**config.mk**
```make
export PLATFORM = sky130hd
export DESIGN_NAME = appbe_ctrl
export DESIGN_NICKNAME = d
export VERILOG_FILES = /design/src/rtl/appbe_pkg.sv /design/src/rtl/appbe_ctrl.sv
export SDC_FILE = /design/constraint.sdc
export NUM_CORES = 1
export LEC_CHECK = 0
export BUFFER_PORTS_ARGS = -buffer_cell sky130_fd_sc_hd__buf_2
export CAP_MARGIN = 15
export CORE_AREA = 8 8 45 47
export CTS_CLUSTER_SIZE = 8
export DETAILED_ROUTE_END_ITERATION = 7
export DIE_AREA = 0 0 53 55
export PLACE_DENSITY = 0.51
export SLEW_MARGIN = 20
export SYNTH_ARGS = -nofsm -noshare
export SYNTH_HDL_FRONTEND = slang
export SYNTH_SLANG_ARGS = --single-unit
```
**constraint.sdc**
```tcl
create_clock -name aclk -period 1.85 [get_ports aclk]
set_clock_uncertainty 0.1 [all_clocks]
set_input_delay 0.0925 -clock aclk [delete_from_list [all_inputs] [get_ports aclk]]
set_output_delay 0.0925 -clock aclk [all_outputs]
set_load 0.01 [all_outputs]
```
**src/rtl/appbe_pkg.sv**
```systemverilog
// ----------------------------------------------------------------------------
// appbe_pkg
// Types and constants shared by the push/pop/branch emulator modules.
// ----------------------------------------------------------------------------
package appbe_pkg;

    // Item codes carried on s_tuser
    typedef enum logic [2:0] {
        ACT_WR_REG = 3'd0,
        ACT_RD_REG = 3'd1,
        ACT_WR_MEM = 3'd2,
        ACT_RD_MEM = 3'd3,
        ACT_PUSH   = 3'd4,
        ACT_POP    = 3'd5,
        ACT_BRANCH = 3'd6,
        ACT_UNDEF  = 3'd7
    } action_t;

    typedef enum logic [2:0] {
        ST_IDLE,
        ST_START,
        ST_REDUCE,
        ST_EXEC,
        ST_PUSH,
        ST_POP,
        ST_FINISH,
        ST_DONE
    } state_t;

    // Controller to datapath
    typedef struct packed {
        logic load;
        logic ptr_init;
        logic ptr_step;
        logic exec;
        logic step;
        logic finish;
        logic out_load;
    } cmd_t;

    // Datapath to controller
    typedef struct packed {
        action_t action;
        logic    reduce_req;
        logic    reduce_last;
        logic    step_last;
    } sts_t;

    localparam logic [3:0] REG_SP = 4'd13;
    localparam logic [3:0] REG_LR = 4'd14;
    localparam logic [3:0] REG_PC = 4'd15;

    localparam int unsigned S_TDATA_W = 88;
    localparam int unsigned M_TDATA_W = 96;

    // Steps of the word address reduction modulo the memory depth:
    // quotient estimate, remainder, final correction
    localparam int unsigned REDUCE_STEPS = 3;

endpackage

```
**src/rtl/appbe_ctrl.sv**
```systemverilog
// ----------------------------------------------------------------------------
// appbe_ctrl
// Sequencer: accepts one item, steps the datapath through it and hands the
// result to the output register.
// ----------------------------------------------------------------------------
module appbe_ctrl (
    input  logic               aclk,
    input  logic               aresetn,
    input  logic               s_tvalid,
    output logic               s_tready,
    output logic               m_tvalid,
    input  logic               m_tready,
    input  appbe_pkg::sts_t    sts,
    output appbe_pkg::cmd_t    cmd
);

    appbe_pkg::state_t state_reg, state_next;
    appbe_pkg::state_t dispatch;
    logic              m_tvalid_reg, m_tvalid_next;

    always_comb begin
        case (sts.action)
            appbe_pkg::ACT_PUSH: dispatch = appbe_pkg::ST_PUSH;
            appbe_pkg::ACT_POP:  dispatch = appbe_pkg::ST_POP;
            default:             dispatch = appbe_pkg::ST_EXEC;
        endcase
    end

    // Next state
    always_comb begin
        state_next = state_reg;
        case (state_reg)
            appbe_pkg::ST_IDLE: begin
                if (s_tvalid) state_next = appbe_pkg::ST_START;
            end
            appbe_pkg::ST_START: begin
                state_next = sts.reduce_req ? appbe_pkg::ST_REDUCE : dispatch;
            end
            appbe_pkg::ST_REDUCE: begin
                if (sts.reduce_last) state_next = dispatch;
            end
            appbe_pkg::ST_EXEC: begin
                state_next = appbe_pkg::ST_DONE;
            end
            appbe_pkg::ST_PUSH, appbe_pkg::ST_POP: begin
                if (sts.step_last) state_next = appbe_pkg::ST_FINISH;
            end
            appbe_pkg::ST_FINISH: begin
                state_next = appbe_pkg::ST_DONE;
            end
            appbe_pkg::ST_DONE: begin
                if (!m_tvalid_reg || m_tready) state_next = appbe_pkg::ST_IDLE;
            end
            default: begin
                state_next = appbe_pkg::ST_IDLE;
            end
        endcase
    end

    // Outputs
    always_comb begin
        cmd      = '0;
        s_tready = 1'b0;
        case (state_reg)
            appbe_pkg::ST_IDLE: begin
                s_tready = 1'b1;
                cmd.load = s_tvalid;
            end
            appbe_pkg::ST_START:  cmd.ptr_init = 1'b1;
            appbe_pkg::ST_REDUCE: cmd.ptr_step = 1'b1;
            appbe_pkg::ST_EXEC:   cmd.exec     = 1'b1;
            appbe_pkg::ST_PUSH, appbe_pkg::ST_POP: cmd.step = 1'b1;
            appbe_pkg::ST_FINISH: cmd.finish   = 1'b1;
            appbe_pkg::ST_DONE:   cmd.out_load = !m_tvalid_reg || m_tready;
            default: begin
                cmd = '0;
            end
        endcase
    end

    always_comb begin
        if (cmd.out_load) begin
            m_tvalid_next = 1'b1;
        end else if (m_tready) begin
            m_tvalid_next = 1'b0;
        end else begin
            m_tvalid_next = m_tvalid_reg;
        end
    end

    always_ff @(posedge aclk) begin
        if (!aresetn) begin
            state_reg    <= appbe_pkg::ST_IDLE;
            m_tvalid_reg <= 1'b0;
        end else begin
            state_reg    <= state_next;
            m_tvalid_reg <= m_tvalid_next;
        end
    end

    assign m_tvalid = m_tvalid_reg;

endmodule

```
-- Yosys cells after proc, flatten, opt, wreduce, memory -nomap -nowiden
Cells that the tools add are included.
- bits in registers: 4
- input port bits: 10
- output and inout bits: 9
- word-level logic and storage cells: 39
- eq/ne operators: 13
- muxes and demuxes: 17
- reduce and logical (&&, ||, !) cells: 7
- operators by type and width (kind ; count):
    == test 3 bit, second input constant ; 6
    one-hot mux 3 bit (6 select lines) ; 1
    2-to-1 mux 3 bit ; 5
    2-to-1 mux 1 bit ; 10
    != test 2 bit, second input constant ; 4
    == test 3 x 2 -> 1 bit, second input constant ; 2
    one-hot mux 3 bit (2 select lines) ; 1
    AND reduction 4 bit ; 1
    OR reduction 2 bit ; 2
    == test 3 x 1 -> 1 bit, second input constant ; 1
    logical NOT 3 bit ; 1
    nonzero test 2 bit ; 1
    logical NOT 1 bit ; 1
    logical OR 1 bit ; 1

-- Longest topological paths before layout
- word-level depth: 4
- depth in mapped cells: 4
- gate-level depth less buffers: 3

-- Worst setup path before layout
No wires, ideal clock.
- path kind: reg-to-reg
- start point: register state_reg[1]
- end point: register state_reg[0]
- setup time: 0.074 ns
- arrival: 0.984 ns
- required time: 1.676 ns
- slack: 0.692 ns
- cell stages (with the launch flop): 5
- path buffers: 1
- clock period less this slack: 1.158 ns
- cells stage by stage: dfxtp_1 buf_6 nand2b_4 a311o_1 a31oi_1
- word-level cells in the longest chain between the ends: 4
- elaborated cells between the ends (all ways): 16
- ends and longest elaborated chain (what ; RTL line ; RTL):
    from (decl) ; appbe_ctrl.sv:17 ; appbe_pkg::state_t state_reg, state_next;
    from (signal assigned) ; appbe_ctrl.sv:93 ; state_reg <= appbe_pkg::ST_IDLE;
    from (signal assigned) ; appbe_ctrl.sv:96 ; state_reg <= state_next;
    == test 3 bit ; appbe_ctrl.sv:32 ; case (state_reg)
    OR reduction 2 bit ; appbe_ctrl.sv:32 ;
    != test 2 bit (no line) ; -- ;
    AND reduction 4 bit (no line) ; -- ;
Parallel ways exist; a longest one is shown, timed or not.
A chain may end at the register's enable or synchronous reset.

==> flow_summary.yaml <==
outcome:
  status: "finished, final reports clean"
cts:
  ctsHoldBuffers: 0
  clk_latency_ps: 240
  clock-sinks: 4
  cts_buffer_depth: 2
  root_buffer: "clkbuf_4"
  htree_levels: 1
  cts_buffers: 3
  clk_pin_slew_ps: 40
  postCtsSetupRepairBufs: 0
  cts_resized: 0
  cts_tree: "done"
sta:
  rsz0062_at_grt: "no"
  hold_viol: 0
  fmax_mhz: 657.1
  holdWs_ps: 40.57
  period_share_pct: 82.26
  drv_slew: 0
  tightest_slew_ps: 462.5
  maxSlewHeadroom_pct: 69.12
  final-setup-viol-count: 0
  min_period_ps: 1522
  setup_tns_ps: 0
setup_path:
  arrival_ps: 1330
  rrSetupSlack_ps: 460
  path_class: "flop to output pin"
  worstSetupStartpointType: "flop"
  cpPeakStageDelay_ps: 600
  cp_data_required_time_ps: 1660
  cp_max_fo: 15
  critical_path.cell_chain: "inv_1 > and2_1 > buf_2"
  crit_slowest_cell: "dfxtp_1"
  endpoint_kind: "output pin"
layout:
  largest_reg_flops: 3
  area_growth_pct: 27.55
  num-fill-cells: 155
  multiInputGateArea_um2: 249.0
  mostFrequentLayoutCells: "18 x buf_2, 6 x nor2_1, 5 x nand2b_1"
  final_nets: 77
  mostFrequentLayoutCell: "buf_2"
  drive_gt1_share_pct: 36.92
  antenna_cells: 0
  seqCellArea_um2: 80.08
yosys:
  ys_ff_latch: 4
  yosysUniqueCellTypes: 29
  syn_area_um2: 367.9
  avgSynthCellArea_um2: 7.664
  syn-num-nets: 58
  seq_area_frac_synth_pct: 21.77
  netlist_instances: 48
  ys_warn_count: 0
floorplan:
  ios: 19
  fp.dieH_um: 55
  initial_core_util_pct: 26.58
  num_rows: 14
  design.die.area_um2: 2915
  die_x_um: 53
  core-area_um2: 1384
detailed_routing:
  routedWlPerCell_um: 12.44
  drtIter0Drc: 6
  top_layer_used: "met4"
  wl_met1_um: 429
  viasPerCell: 4.840
  dr.pass1.iters: 4
  via_count: 392
  wl_met3_um: 99
  drc_errors: 0
  met2_length_um: 454
  ant_nets: 0
  wirelength_um: 1008
global_routing:
  grtUsageTotal_pct: 8.079
  grt_pass1_wl_um: 1656
  grt_antenna_before_repair: 0
  grt_pass1_vias: 365
  overflow: 0
  grt_max_degree: 16
power_and_ir_drop:
  cell_internal_pwr_uw: 295.9
  p_total_uw: 502.2
  netSwitchingPower_uw: 206.3
  power.leakage_nw: 0.2283
  seqPwrFrac_pct: 33.1
  p_clk_share_pct: 22.7
  swShare_pct: 41.08
  p_per_area_nw_per_um2: 1070
  vdd_drop_max_mv: 0.3959
  pwr-share-comb_pct: 44.1
placed_design:
  gp_congestion: 0.7354
  port_buffers: 18
  hpwl_um: 803.5
worst_hold_path:
  hold_path.class: "primary input to flop"
flow_run:
  cap_viol_max_count: 0
==> cells by family after synthesis <==
family	Yosys count	synth area share (%)
AND/OR/NAND/NOR	26	42.86
AO/OA/AOI/OAI	12	24.83
flip-flops	4	21.77
buffers and inverters	6	10.54
==> power by group through the flow <==
stage | Clock, mW | Combinational [mW] | Sequential, mW
floorplan | 0 | 0.213 | 0.122
global route | 0.131 | 0.247 | 0.174
global placement | 0 | 0.222 | 0.167
CTS | 0.118 | 0.224 | 0.165
detailed placement | 0 | 0.223 | 0.167
finish | 0.114 | 0.222 | 0.166
==> final timing paths <==
check	endpoint	start	cells after the start
max	cmd[5]	state_reg[2]	3
min	m_tvalid	m_tready	3
max reg2reg	state_reg[0]	state_reg[0]	3
min reg2reg	m_tvalid	m_tvalid	2
==> area by class of cell <==
| type | instances | area share [%] |
|---|---|---|
| tap | 16 | 4.267 |
| clock buffer | 3 | 4.800 |
| timing repair buffer | 18 | 19.20 |
| multi-input combinational | 38 | 53.07 |
| inverter | 2 | 1.600 |
| sequential | 4 | 17.07 |
==> synthesized netlist by cell type (all sizes together) <==
cell type / n / area (um2)
nor2b: 2 / 12.51
nand2: 3 / 18.77
a311o: 1 / 10.01
nand3: 1 / 5.000
nor4b: 1 / 8.760
nor3: 3 / 15.01
nor2: 6 / 22.52
a32o: 1 / 10.01
and2: 1 / 6.260
and3b: 1 / 10.01
inv: 2 / 7.510
o22ai: 1 / 6.260
or3: 1 / 6.260
o31ai: 1 / 7.510
a21oi: 1 / 5.000
nand2b: 6 / 45.04
a31oi: 2 / 12.51
a311oi: 1 / 8.760
o21a: 1 / 7.510
dfxtp: 4 / 80.08
nor3b: 1 / 7.510
a21o: 1 / 7.510
buf: 4 / 31.27
o211ai: 1 / 7.510
a211o: 1 / 8.760
==> per-stage QoR <==
step	setup slack (ps)	cells	instance area, um2	utilization [%]
2_1_floorplan	691.5	48	367.9	-
3_3_place_gp	478.1	78	446.7	32.28
3_5_place_dp	454.6	78	446.7	32.28
4_1_cts	337.0	81	469.2	33.91
5_1_grt	203.9	81	469.2	33.91
6_report	328.1	81	469.2	33.91
==> critical path, delay by kind of cell (launching register included) <==
kind / cells / cell delay [ps]
simple gates: 1 / 170
buf+inv: 2 / 310
flops: 1 / 600
==> routing by layer <==
layer	global-route usage, %	up-vias
met5	0	-
met1	8.485	171
met4	6.466	0
met2	12.30	12
met3	3.743	3
li1	-	206
Power figures use the tool's default switching activity.
